$ cat config.mk
export PLATFORM = sky130hd
export DESIGN_NAME = per_agent_clock_refcount_table
export DESIGN_NICKNAME = d
export VERILOG_FILES = /design/src/sv/pacrt_pkg.sv /design/src/sv/pacrt_ram.sv /design/src/sv/pacrt_ctrl.sv /design/src/sv/pacrt_dp.sv /design/src/sv/per_agent_clock_refcount_table.sv
export SDC_FILE = /design/constraint.sdc
export NUM_CORES = 2
export LEC_CHECK = 0
export BUFFER_PORTS_ARGS = -buffer_cell sky130_fd_sc_hd__buf_2
export CORE_MARGIN = 5
export CORE_UTILIZATION = 40
export DETAILED_ROUTE_END_ITERATION = 8
export SLEW_MARGIN = 20
export SYNTH_ARGS = -nofsm -noshare
export SYNTH_HDL_FRONTEND = slang
export SYNTH_HIERARCHICAL = 1
export SYNTH_SLANG_ARGS = --single-unit
$ cat constraint.sdc
create_clock -name clk_i -period 12.8 [get_ports clk_i]
set_clock_uncertainty 0.2 [all_clocks]
set_input_delay 0.64 -clock clk_i [delete_from_list [all_inputs] [get_ports clk_i]]
set_output_delay 0.64 -clock clk_i [all_outputs]
set_load 0.02 [all_outputs]
$ cat src/sv/pacrt_pkg.sv
// Shared types, constants and helpers for the per-agent clock refcount table.
package pacrt_pkg;

  // Table geometry.
  localparam int unsigned NUM_AGENTS = 2;
  localparam int unsigned NUM_CLOCKS = 128;
  localparam int unsigned TBL_DEPTH  = NUM_AGENTS * NUM_CLOCKS;

  localparam int unsigned AGT_W  = (NUM_AGENTS > 1) ? $clog2(NUM_AGENTS) : 1;
  localparam int unsigned CLK_W  = (NUM_CLOCKS > 1) ? $clog2(NUM_CLOCKS) : 1;
  localparam int unsigned ADDR_W = (TBL_DEPTH > 1) ? $clog2(TBL_DEPTH) : 1;

  localparam logic [AGT_W-1:0] AGT_LAST = AGT_W'(NUM_AGENTS - 1);
  localparam logic [CLK_W-1:0] CLK_LAST = CLK_W'(NUM_CLOCKS - 1);

  // Counter limits.
  localparam logic [7:0] CNT_MAX   = 8'd255;
  localparam logic [8:0] CLEAR_SAT = 9'd256;

  // Configuration register map.
  localparam int unsigned APB_AW       = 3;
  localparam logic        REG_PLATFORM = 1'b0;

  // Request kinds.
  typedef enum logic [2:0] {
    K_ENABLE      = 3'd0,
    K_DISABLE     = 3'd1,
    K_QUERY       = 3'd2,
    K_RESET_AGENT = 3'd3,
    K_RESET_ALL   = 3'd4
  } kind_e;

  // Result status codes.
  typedef enum logic [1:0] {
    ST_OK      = 2'd0,
    ST_INVALID = 2'd1,
    ST_REFUSED = 2'd2
  } status_e;

  // How a request is serviced.
  typedef enum logic [1:0] {
    CL_RMW,
    CL_WALK,
    CL_BAD
  } req_class_e;

  // Controller to datapath commands.
  typedef struct packed {
    logic capture;
    logic rmw_exec;
    logic walk_step;
    logic load_fin;
  } ctrl_cmd_t;

  // Datapath to controller status.
  typedef struct packed {
    req_class_e in_class;
    logic       walk_last;
    logic       out_free;
  } dp_stat_t;

  // Linear table address of one agent and clock.
  function automatic logic [ADDR_W-1:0] rc_addr(input logic [AGT_W-1:0] agent,
                                                input logic [CLK_W-1:0] clock);
    logic [ADDR_W-1:0] row;
    row = ADDR_W'(ADDR_W'(agent) * ADDR_W'(NUM_CLOCKS));
    return ADDR_W'(row + ADDR_W'(clock));
  endfunction

endpackage

$ cat src/sv/pacrt_ram.sv
// Generic single-write, single-read RAM with registered read data.
module pacrt_ram #(
  parameter int unsigned WIDTH = 8,
  parameter int unsigned DEPTH = 256
) (
  input  logic                                      clk_i,
  input  logic                                      we_i,
  input  logic [((DEPTH > 1) ? $clog2(DEPTH) : 1)-1:0] waddr_i,
  input  logic [WIDTH-1:0]                          wdata_i,
  input  logic                                      re_i,
  input  logic [((DEPTH > 1) ? $clog2(DEPTH) : 1)-1:0] raddr_i,
  output logic [WIDTH-1:0]                          rdata_o
);

  logic [WIDTH-1:0] mem_q [DEPTH];
  logic [WIDTH-1:0] rdata_q;

  // Read returns the old word when the same entry is written in that cycle.
  always_ff @(posedge clk_i) begin
    if (we_i) begin
      mem_q[waddr_i] <= wdata_i;
    end
    if (re_i) begin
      rdata_q <= mem_q[raddr_i];
    end
  end

  assign rdata_o = rdata_q;

endmodule

$ cat src/sv/pacrt_ctrl.sv
// Controller state machine sequencing table clears, updates and row walks.
module pacrt_ctrl (
  input  logic                 clk_i,
  input  logic                 rst_ni,
  input  logic                 in_valid_i,
  output logic                 in_ready_o,
  input  pacrt_pkg::dp_stat_t  stat_i,
  output pacrt_pkg::ctrl_cmd_t cmd_o
);
  import pacrt_pkg::*;

  typedef enum logic [2:0] {
    S_INIT,
    S_IDLE,
    S_RMW,
    S_WALK,
    S_FIN
  } state_e;

  state_e    state_q, state_d;
  ctrl_cmd_t cmd;

  // Next state and command decode.
  always_comb begin
    state_d = state_q;
    cmd     = '0;
    case (state_q)
      S_INIT: begin
        cmd.walk_step = 1'b1;
        if (stat_i.walk_last) begin
          state_d = S_IDLE;
        end
      end
      S_IDLE: begin
        if (in_valid_i) begin
          cmd.capture = 1'b1;
          case (stat_i.in_class)
            CL_RMW:  state_d = S_RMW;
            CL_WALK: state_d = S_WALK;
            default: state_d = S_FIN;
          endcase
        end
      end
      S_RMW: begin
        if (stat_i.out_free) begin
          cmd.rmw_exec = 1'b1;
          state_d      = S_IDLE;
        end
      end
      S_WALK: begin
        cmd.walk_step = 1'b1;
        if (stat_i.walk_last) begin
          state_d = S_FIN;
        end
      end
      S_FIN: begin
        if (stat_i.out_free) begin
          cmd.load_fin = 1'b1;
          state_d      = S_IDLE;
        end
      end
      default: state_d = S_IDLE;
    endcase
  end

  // State register; the table is cleared first after reset.
  always_ff @(posedge clk_i or negedge rst_ni) begin
    if (!rst_ni) begin
      state_q <= S_INIT;
    end else begin
      state_q <= state_d;
    end
  end

  assign in_ready_o = (state_q == S_IDLE);
  assign cmd_o      = cmd;

endmodule

$ cat src/sv/pacrt_dp.sv
// Datapath: request decode, count table, row walker and result word register.
module pacrt_dp (
  input  logic                 clk_i,
  input  logic                 rst_ni,
  input  pacrt_pkg::ctrl_cmd_t cmd_i,
  output pacrt_pkg::dp_stat_t  stat_o,
  input  logic [2:0]           in_kind_i,
  input  logic [7:0]           in_agent_i,
  input  logic [9:0]           in_clock_i,
  input  logic                 in_gate_i,
  input  logic [3:0]           platform_agent_i,
  input  logic                 out_ready_i,
  output logic                 out_valid_o,
  output logic [1:0]           out_status_o,
  output logic                 out_enabled_o,
  output logic [7:0]           out_ref_count_o,
  output logic [8:0]           out_cleared_o
);
  import pacrt_pkg::*;

  typedef enum logic [1:0] {
    WALK_INIT,
    WALK_ROW,
    WALK_ALL
  } walk_mode_e;

  // Request decode.
  logic       agent_ok, clock_ok;
  req_class_e in_class;
  logic [ADDR_W-1:0] in_addr;

  assign agent_ok = (in_agent_i < 8'(NUM_AGENTS));
  assign clock_ok = ({1'b0, in_clock_i} < 11'(NUM_CLOCKS));
  assign in_addr  = rc_addr(in_agent_i[AGT_W-1:0], in_clock_i[CLK_W-1:0]);

  always_comb begin
    case (in_kind_i)
      K_ENABLE, K_DISABLE, K_QUERY: in_class = (agent_ok && clock_ok) ? CL_RMW : CL_BAD;
      K_RESET_AGENT:                in_class = agent_ok ? CL_WALK : CL_BAD;
      K_RESET_ALL:                  in_class = CL_WALK;
      default:                      in_class = CL_BAD;
    endcase
  end

  // Captured request.
  logic [2:0]        kind_q;
  logic              gate_q;
  logic [ADDR_W-1:0] addr_q;
  req_class_e        class_q;

  always_ff @(posedge clk_i) begin
    if (cmd_i.capture) begin
      kind_q  <= in_kind_i;
      gate_q  <= in_gate_i;
      addr_q  <= in_addr;
      class_q <= in_class;
    end
  end

  // Row walker state.
  walk_mode_e        mode_q, mode_d;
  logic [AGT_W-1:0]  agent_ctr_q, agent_ctr_d;
  logic [CLK_W-1:0]  clk_ctr_q, clk_ctr_d;
  logic              pend_q, pend_d;
  logic [8:0]        acc_q, acc_d, acc_next;
  logic [ADDR_W-1:0] walk_addr;
  logic              skip, count_en, walk_last;
  logic [7:0]        rd;

  assign walk_addr = rc_addr(agent_ctr_q, clk_ctr_q);
  assign skip      = (mode_q == WALK_ALL) && (4'(agent_ctr_q) == platform_agent_i);
  assign count_en  = (mode_q != WALK_INIT) && !skip;
  assign walk_last = (clk_ctr_q == CLK_LAST) &&
                     ((mode_q == WALK_ROW) || (agent_ctr_q == AGT_LAST));

  // Saturating count of nonzero entries seen by the walk.
  assign acc_next = (acc_q == CLEAR_SAT) ? acc_q
                                         : 9'(acc_q + 9'(pend_q && (rd != 8'd0)));

  always_comb begin
    mode_d      = mode_q;
    agent_ctr_d = agent_ctr_q;
    clk_ctr_d   = clk_ctr_q;
    pend_d      = cmd_i.walk_step && count_en;
    acc_d       = acc_next;
    if (cmd_i.capture) begin
      acc_d     = '0;
      clk_ctr_d = '0;
      if (in_kind_i == K_RESET_ALL) begin
        mode_d      = WALK_ALL;
        agent_ctr_d = '0;
      end else begin
        mode_d      = WALK_ROW;
        agent_ctr_d = in_agent_i[AGT_W-1:0];
      end
    end else if (cmd_i.walk_step) begin
      if (clk_ctr_q == CLK_LAST) begin
        clk_ctr_d   = '0;
        agent_ctr_d = AGT_W'(agent_ctr_q + 1'b1);
      end else begin
        clk_ctr_d = CLK_W'(clk_ctr_q + 1'b1);
      end
    end
  end

  always_ff @(posedge clk_i or negedge rst_ni) begin
    if (!rst_ni) begin
      mode_q      <= WALK_INIT;
      agent_ctr_q <= '0;
      clk_ctr_q   <= '0;
      pend_q      <= 1'b0;
      acc_q       <= '0;
    end else begin
      mode_q      <= mode_d;
      agent_ctr_q <= agent_ctr_d;
      clk_ctr_q   <= clk_ctr_d;
      pend_q      <= pend_d;
      acc_q       <= acc_d;
    end
  end

  // Read-modify-write of one count.
  logic [7:0] v_new;
  status_e    rmw_status;

  always_comb begin
    v_new      = rd;
    rmw_status = ST_OK;
    case (kind_q)
      K_ENABLE: begin
        if (rd == CNT_MAX) begin
          rmw_status = ST_INVALID;
        end else if (!gate_q) begin
          rmw_status = ST_REFUSED;
        end else begin
          v_new = 8'(rd + 8'd1);
        end
      end
      K_DISABLE: begin
        if (rd == 8'd0) begin
          rmw_status = ST_INVALID;
        end else if (!gate_q) begin
          rmw_status = ST_REFUSED;
        end else begin
          v_new = 8'(rd - 8'd1);
        end
      end
      default: ;
    endcase
  end

  // Count table.
  logic              ram_we, ram_re;
  logic [ADDR_W-1:0] ram_waddr, ram_raddr;
  logic [7:0]        ram_wdata;

  assign ram_re    = (cmd_i.capture && (in_class == CL_RMW)) ||
                     (cmd_i.walk_step && count_en);
  assign ram_raddr = cmd_i.capture ? in_addr : walk_addr;
  assign ram_we    = cmd_i.rmw_exec || (cmd_i.walk_step && !skip);
  assign ram_waddr = cmd_i.rmw_exec ? addr_q : walk_addr;
  assign ram_wdata = cmd_i.rmw_exec ? v_new : 8'd0;

  pacrt_ram #(
    .WIDTH (8),
    .DEPTH (TBL_DEPTH)
  ) u_table (
    .clk_i   (clk_i),
    .we_i    (ram_we),
    .waddr_i (ram_waddr),
    .wdata_i (ram_wdata),
    .re_i    (ram_re),
    .raddr_i (ram_raddr),
    .rdata_o (rd)
  );

  // Result word register.
  logic       out_valid_q;
  logic [1:0] out_status_q;
  logic       out_enabled_q;
  logic [7:0] out_ref_count_q;
  logic [8:0] out_cleared_q;

  always_ff @(posedge clk_i or negedge rst_ni) begin
    if (!rst_ni) begin
      out_valid_q <= 1'b0;
    end else if (cmd_i.rmw_exec || cmd_i.load_fin) begin
      out_valid_q <= 1'b1;
    end else if (out_ready_i) begin
      out_valid_q <= 1'b0;
    end
  end

  always_ff @(posedge clk_i) begin
    if (cmd_i.rmw_exec) begin
      out_status_q    <= rmw_status;
      out_enabled_q   <= (v_new != 8'd0);
      out_ref_count_q <= v_new;
      out_cleared_q   <= '0;
    end else if (cmd_i.load_fin) begin
      out_status_q    <= (class_q == CL_BAD) ? ST_INVALID : ST_OK;
      out_enabled_q   <= 1'b0;
      out_ref_count_q <= '0;
      out_cleared_q   <= (class_q == CL_BAD) ? 9'd0 : acc_next;
    end
  end

  assign out_valid_o     = out_valid_q;
  assign out_status_o    = out_status_q;
  assign out_enabled_o   = out_enabled_q;
  assign out_ref_count_o = out_ref_count_q;
  assign out_cleared_o   = out_cleared_q;

  assign stat_o.in_class  = in_class;
  assign stat_o.walk_last = walk_last;
  assign stat_o.out_free  = !out_valid_q || out_ready_i;

`ifndef ASSERT_OFF
  a_load_free: assert property (@(posedge clk_i) disable iff (!rst_ni)
    (cmd_i.rmw_exec || cmd_i.load_fin) |-> (!out_valid_q || out_ready_i))
    else $error("result word loaded over an untaken word");

  a_one_op: assert property (@(posedge clk_i) disable iff (!rst_ni)
    !(cmd_i.walk_step && (cmd_i.rmw_exec || cmd_i.capture)))
    else $error("walk step overlaps a table update or capture");

  a_sat: assert property (@(posedge clk_i) disable iff (!rst_ni)
    out_valid_q |-> (out_cleared_q <= CLEAR_SAT))
    else $error("cleared count above saturation");

  a_enabled: assert property (@(posedge clk_i) disable iff (!rst_ni)
    out_valid_q |-> (out_enabled_q == (out_ref_count_q != 8'd0)))
    else $error("enabled flag disagrees with count");
`endif

endmodule

$ cat src/sv/per_agent_clock_refcount_table.sv
// Top level of the per-agent clock enable reference count table.
// Enable, disable, query and rejected words: the result word is loaded in the RMW or FIN state once
// the result register is free. Agent reset walks the agent's row, reset-all the whole table, before
// FIN; the row walker visits one entry per cycle. No word is accepted until the previous one is done.
// A new word is accepted while the previous result word still waits to be taken.
// After reset the table is cleared before s_tready_o rises.
module per_agent_clock_refcount_table (
  input  logic                         clk_i,
  input  logic                         rst_ni,
  // Request stream.
  input  logic                         s_tvalid_i,
  output logic                         s_tready_o,
  input  logic [23:0]                  s_tdata_i,  // agent_idx[7:0], clock_id[17:8], gate_ok[18]
  input  logic [2:0]                   s_tuser_i,  // kind[2:0]
  // Result stream.
  output logic                         m_tvalid_o,
  input  logic                         m_tready_i,
  output logic [23:0]                  m_tdata_o,  // status[1:0], enabled[2], ref_count[10:3],
                                                   // cleared_count[19:11]
  // Configuration port.
  input  logic                         psel,
  input  logic                         penable,
  input  logic                         pwrite,
  input  logic [pacrt_pkg::APB_AW-1:0] paddr,
  input  logic [31:0]                  pwdata,
  output logic [31:0]                  prdata,
  output logic                         pready
);
  import pacrt_pkg::*;

  // Platform agent register.
  logic [3:0] platform_q;
  logic       cfg_wr;

  assign pready = 1'b1;
  assign cfg_wr = psel && penable && pwrite && pready && (paddr[2] == REG_PLATFORM);

  always_ff @(posedge clk_i or negedge rst_ni) begin
    if (!rst_ni) begin
      platform_q <= '0;
    end else if (cfg_wr) begin
      platform_q <= pwdata[3:0];
    end
  end

  assign prdata = (paddr[2] == REG_PLATFORM) ? {28'd0, platform_q} : 32'd0;

  // Controller and datapath.
  ctrl_cmd_t  cmd;
  dp_stat_t   stat;
  logic [1:0] out_status;
  logic       out_enabled;
  logic [7:0] out_ref_count;
  logic [8:0] out_cleared;

  pacrt_ctrl u_ctrl (
    .clk_i      (clk_i),
    .rst_ni     (rst_ni),
    .in_valid_i (s_tvalid_i),
    .in_ready_o (s_tready_o),
    .stat_i     (stat),
    .cmd_o      (cmd)
  );

  pacrt_dp u_dp (
    .clk_i            (clk_i),
    .rst_ni           (rst_ni),
    .cmd_i            (cmd),
    .stat_o           (stat),
    .in_kind_i        (s_tuser_i),
    .in_agent_i       (s_tdata_i[7:0]),
    .in_clock_i       (s_tdata_i[17:8]),
    .in_gate_i        (s_tdata_i[18]),
    .platform_agent_i (platform_q),
    .out_ready_i      (m_tready_i),
    .out_valid_o      (m_tvalid_o),
    .out_status_o     (out_status),
    .out_enabled_o    (out_enabled),
    .out_ref_count_o  (out_ref_count),
    .out_cleared_o    (out_cleared)
  );

  assign m_tdata_o = {4'd0, out_cleared, out_ref_count, out_enabled, out_status};

endmodule
Yosys cells after proc, flatten, opt, wreduce, memory -nomap -nowiden. Memories as Yosys holds them, arrays and structs flattened. A register that Yosys moved wholly into a read port is not among the register bits. Cells that the tools add are included.

Register bits after elaboration: 62. Latch bits: 0. RAM bits: 2048. ROM bits: 0. Output and inout bits: 59. Word-level logic and storage cells: 133. Memories kept: 1.

Memories: u_dp.u_table.mem_q (words 256, bits a word 8, rd ports 1, clocked after memory_dff 1, write ports 1, line pacrt_ram.sv:15) `logic [WIDTH-1:0] mem_q [DEPTH];`.

$add $sub $neg: 7. Multiply operators: 0. Div/mod/pow operators: 0. $lt $le $gt $ge: 2. Eq/ne operators: 21. Shift operators: 0. Mux-type cells: 50. Bitwise operators: 1. Reductions and logical operators: 35.

Operators by type and width (number): 2-to-1 mux 8 bit (9); 2-to-1 mux 9 bit (3); 2-to-1 mux 7 bit (3); 2-to-1 mux 1 bit (17); adder 8 x 7 -> 8 bit (2); 2-to-1 mux 2 bit (8); one-hot mux 8 bit (2 select lines) (1); nonzero test 8 bit (2); equality test 3 x 2 -> 1 bit, second input constant (4); 2-to-1 mux 3 bit (4); one-hot mux 3 bit (4 select lines) (1); logical AND 1 bit (11); < comparator 10 x 8 -> 1 bit, second input constant (1); nonzero test 2 bit (5); adder 9 x 1 -> 9 bit (1); equality test 3 x 1 -> 1 bit, second input constant (3); equality test 9 bit, second input constant (1); zero test 3 bit (3); adder 8 x 1 -> 8 bit, second input constant (1); equality test 8 bit, second input constant (1); zero test 8 bit (1); < comparator 8 x 2 -> 1 bit, second input constant (1); subtractor 8 x 1 -> 8 bit, second input constant (1); adder 7 x 1 -> 7 bit, second input constant (1); other kinds (20) (31).

Logic depth before layout (Yosys ltp).
Depth in word-level cells: 8. Depth in mapped cells: 16. Depth with buffers taken out: 11.

Hierarchy. Netlist, hierarchy kept.

By module, submodules not included: pacrt_ram (instances 1, cells each 3733, area an instance 79636.4 sq um, seq. area each 61739.2 sq um); pacrt_dp (instances 1, cells each 293, area an instance 3024.2 sq um, seq. area each 1456.4 sq um); per_agent_clock_refcount_table (instances 1, cells each 49, area an instance 466.7 sq um, seq. area each 100.1 sq um); pacrt_ctrl (instances 1, cells each 27, area an instance 231.5 sq um, seq. area each 75.1 sq um).

Worst setup path after synthesis. Ideal clock, no wire load.

Path type: input to register. From: input m_tready_i. To: register u_dp.out_ref_count_q[3], in the netlist u_dp/out_ref_count_o[3] (data pin). Arrival time: 7.980 ns. Path slack: 3.153 ns. Cell stages on the path: 5. Cell sequence: nand2b_1 > nand2b_1 > nor3b_1 > clkbuf_1 > nor2b_1.

RTL lines: start: declaration (line per_agent_clock_refcount_table.sv:17) `input logic m_tready_i,`; end signal: assignment (line pacrt_dp.sv:198) `out_ref_count_q <= v_new;`; end: declaration (line pacrt_dp.sv:181) `logic [7:0] out_ref_count_q;`.

==> PnR_summary.wiki <==
{| class="wikitable"
! Metric !! Value
|-
| Post-detail-place hpwl || 121 mm
|-
| Most frequent cells in the layout || 2081 x edfxtp_1, 454 x mux4_2, 306 x nor2_1
|-
| Primary flip-flop cell chosen by synthesis mapping || edfxtp_1
|-
| Total number of vias || 41200
|-
| Global router's overall resource usage || 18.3%
|-
| Cell at the slowest stage of the critical path || buf_4
|-
| Category of the most critical setup path || register to register
|-
| Number of detailed-routing iterations run before antenna repair || 5
|-
| CTS Hold Buffers Added || 26
|-
| Setup slack at placement || 6.09 ns
|-
| Final hold violation count || 0
|-
| VDD IR-drop max || 161 uV
|-
| Wire length reported by the detailed router || 202 mm
|-
| Pin count of the biggest net entering global routing || 177
|-
| Count of buffers added by post-CTS timing repair for setup || 0
|-
| Area contributors post-synth || edfxtp_1 75%, mux4_2 12%, mux2i_1 1.6%
|-
| Number of instances in the synthesized netlist || 4102
|-
| Critical Path Fanout Max || 58
|-
| Combined area of the multi-input logic cells || 18400 um^2
|-
| Post-cts gate resize count || 0
|-
| Most common cell after layout, fill and taps aside || edfxtp_1
|-
| Yosys warns || 6
|-
| Cell taking the most area after synthesis || edfxtp_1
|-
| Later-pin clock latency in the skew report || 0.84 ns
|-
| Number of nets in the finished design || 4292
|-
| Cells traversed along the worst timing path || nor3b_1 -> nand2_1 -> inv_1 -> buf_4 -> mux2_8 -> buf_4 -> buf_4 -> mux4_2 -> a22o_1 -> a221oi_1 -> o32ai_1 -> nor3_1 -> nor4_1
|-
| Actual slew at the worst max-slew pin || 1.27 ns
|-
| Fraction of the yosys area taken by sequential cells || 76.0%
|-
| Number of distinct library cell variants in the gate-level netlist after synthesis || 85
|-
| Routed WL per cell || 28.1 um
|-
| Cell row count || 167
|-
| Per-instance average area after synthesis || 20.3 um^2
|-
| Setup ws final || 6.08 ns
|-
| Total negative slack for setup checks || 0 ns
|-
| Sequential cell area in the final layout || 63400 um^2
|-
| Sink Count || 2118
|-
| Clk root buf || clkbuf_16
|-
| Placement Cell Area || 86300 um^2
|-
| Number of clock buffers inserted by TritonCTS || 204
|-
| Sw Pwr || 4.88 mW
|-
| Number of design rule violations left after detail routing || 0
|-
| Overall die height || 467 um
|-
| Die W || 467 um
|-
| Violation count after the first detailed-route iteration || 4506
|-
| Post-route standard cell area excluding fillers || 93200 um^2
|-
| Number of global-route vias before repair || 40900
|-
| Share of final-layout standard cells stronger than drive strength 1 || 21.8%
|-
| Final-report max-slew violation count || 0
|-
| Mapped Area || 83400 um^2
|-
| Average via count per standard cell || 5.73
|-
| Min Tclk post-route || 6.72 ns
|-
| Startpoint type of the worst setup path || register
|-
| Unrepaired setup endpoints after global routing || false
|-
| Slew headroom || 14.8%
|-
| Type of element capturing the critical path || register
|-
| Data required, critical path || 13.13 ns
|-
| Remaining global-route overflow || 0
|-
| CTS tree || done
|-
| Leakage component of the power || 33.2 nW
|-
| Layout area overhead || 11.8%
|-
| Area inside the core boundary || 207000 um^2
|-
| Switching share of power || 28.4%
|-
| Synth async-reset ratio || 1.32%
|-
| Routability congestion estimate from global placement || 0.856
|-
| Maximum clock frequency || 0.149 GHz
|-
| Starting density of the core || 40.2%
|-
| Crit path DAT || 7.05 ns
|-
| Post-DRT Antenna Nets || 0
|-
| Number of filler cells placed in the layout || 17500
|-
| Buffers plus inverters on the worst setup path || 4
|-
| Power density of the placed cells || 184 nW/um^2
|-
| Dominant cell type by count on the critical path || buf_4
|-
| CTS H-tree lvls || 4
|-
| Largest stage delay on the critical path || 0.81 ns
|-
| Result of the run || complete, no violations
|-
| Clock edge transition at the registers on the reported setup and hold paths || 0.06 ns
|-
| Initial antenna violation count || 6
|-
| Count of flip-flops with a built-in enable after synthesis || 2081
|-
| Port bufs || 59
|-
| Design internal power || 12.3 mW
|-
| Relative contribution of combinational cells to total power || 19.9%
|-
| Largest delay contributor family on the critical path || buffers and inverters
|-
| Top Ports || 128
|-
| Share of power burned in the clock network || 34.9%
|-
| Max-cap violations || 0
|-
| Part of the power in registers || 45.2%
|-
| Area share of the largest cell type after synthesis || 75.0%
|-
| Number of storage elements in the synthesis netlist || 2118
|-
| Maximum clock insertion buffer count || 3
|-
| Final setup fails || 0
|-
| Period utilisation layout || 52.5%
|-
| Classification of the worst-slack hold path || primary input to async pin
|-
| Die footprint || 218000 um^2
|-
| First-pass GRT wire length || 292 mm
|}
## cells in the mapped netlist (18+ instances only)
master,count
a211oi_1,18
nand3_1,48
o221ai_1,46
clkbuf_1,116
buf_1,23
o21ai_0,27
mux2_2,20
buf_2,34
buf_4,63
a22oi_1,134
nor2_1,310
dfrtp_1,28
mux2i_1,137
mux4_2,454
o22ai_1,31
nor3_1,33
buf_6,27
edfxtp_1,2081
nor2b_1,34
nand2_1,57
nor4_1,31
a21oi_1,106
## sequential cells by signal, indices dropped and copies added (netlist names), 2 cells and up
register	flops
platform_q	4
u_ctrl/state_q	3
u_dp/acc_q	9
u_dp/addr_q	8
u_dp/class_q	2
u_dp/clk_ctr_q	7
u_dp/kind_q	3
u_dp/mode_q	2
u_dp/out_cleared_o	9
u_dp/out_ref_count_o	8
u_dp/out_status_o	2
u_dp/u_table/mem_q	2048
u_dp/u_table/rdata_o	8
## power by group through the flow
stage,Clock (mW),Combinational [mW],Sequential (mW)
2_1_floorplan,0,2.52,7.90
3_3_place_gp,0,3.42,7.91
3_5_place_dp,0,3.44,7.91
4_1_cts,6.12,3.45,7.77
5_1_grt,6.40,3.63,7.77
6_report,5.99,3.42,7.77
## per-layer routing
| layer | wire length, um | share of wire (%) | track usage [%] |
|---|---|---|---|
| met1 | 85100 | 42 | 26.0 |
| met2 | 96000 | 48 | 28.9 |
| met3 | 15100 | 7.5 | 3.67 |
| met5 | 0 | 0 | 0 |
| met4 | 5670 | 2.8 | 5.70 |
## final cells by class
type                       count  share of cell area [%]
clock inverter               132                    1.44
timing repair buffer         162                    1.33
tap                         2788                    3.74
clock buffer                 243                    5.70
antenna                        6                  0.0161
inverter                      16                  0.0644
sequential                  2118                    68.0
multi-input combinational   1715                    19.7
## final timing paths
path	start	endpoint	slack [ns]	depth (start not counted)
worst max-delay path	u_ctrl/state_q[1]	u_dp/u_table/rdata_o[5]	6.08	13
worst min-delay path	rst_ni	platform_q[1]	0.15	2
worst max register to register	u_ctrl/state_q[1]	u_dp/u_table/rdata_o[5]	6.08	13
worst min register to register	u_dp/out_cleared_o[5]	u_dp/out_cleared_o[5]	0.25	2
max in group asynchronous	rst_ni	u_dp/clk_ctr_q[5]	11.83	2
min in group clk_i	s_tdata_i[7]	u_dp/class_q[0]	0.20	3
## cells by family (layout without fill, tap and decap cells)
kind of cell             count (synthesis)  count (layout)  share of synthesized area (%)
flip-flops                            2118            2118                           76.0
XOR/XNOR                                16              16                          0.168
buffers and inverters                  300             553                           2.26
multiplexers                           613             613                           14.2
adder cells (fa/ha/maj)                  6               6                         0.0901
other                                    2              39                        0.00901
AO/OA/AOI/OAI                          441             441                           3.72
AND/OR/NAND/NOR                        606             606                           3.48
## per-stage QoR
stage               hold WS, ns  cells  util [%]  power [mW]
floorplan                 0.144   4133         -        10.4
global placement          0.243   6772      41.6        11.3
detailed placement        0.244   6773      41.6        11.4
CTS                       0.106   7174      45.0        17.3
global route              0.172   7175      45.0        17.8
finish                    0.152   7180      45.0        17.2
Power figures use the tool's default switching activity.
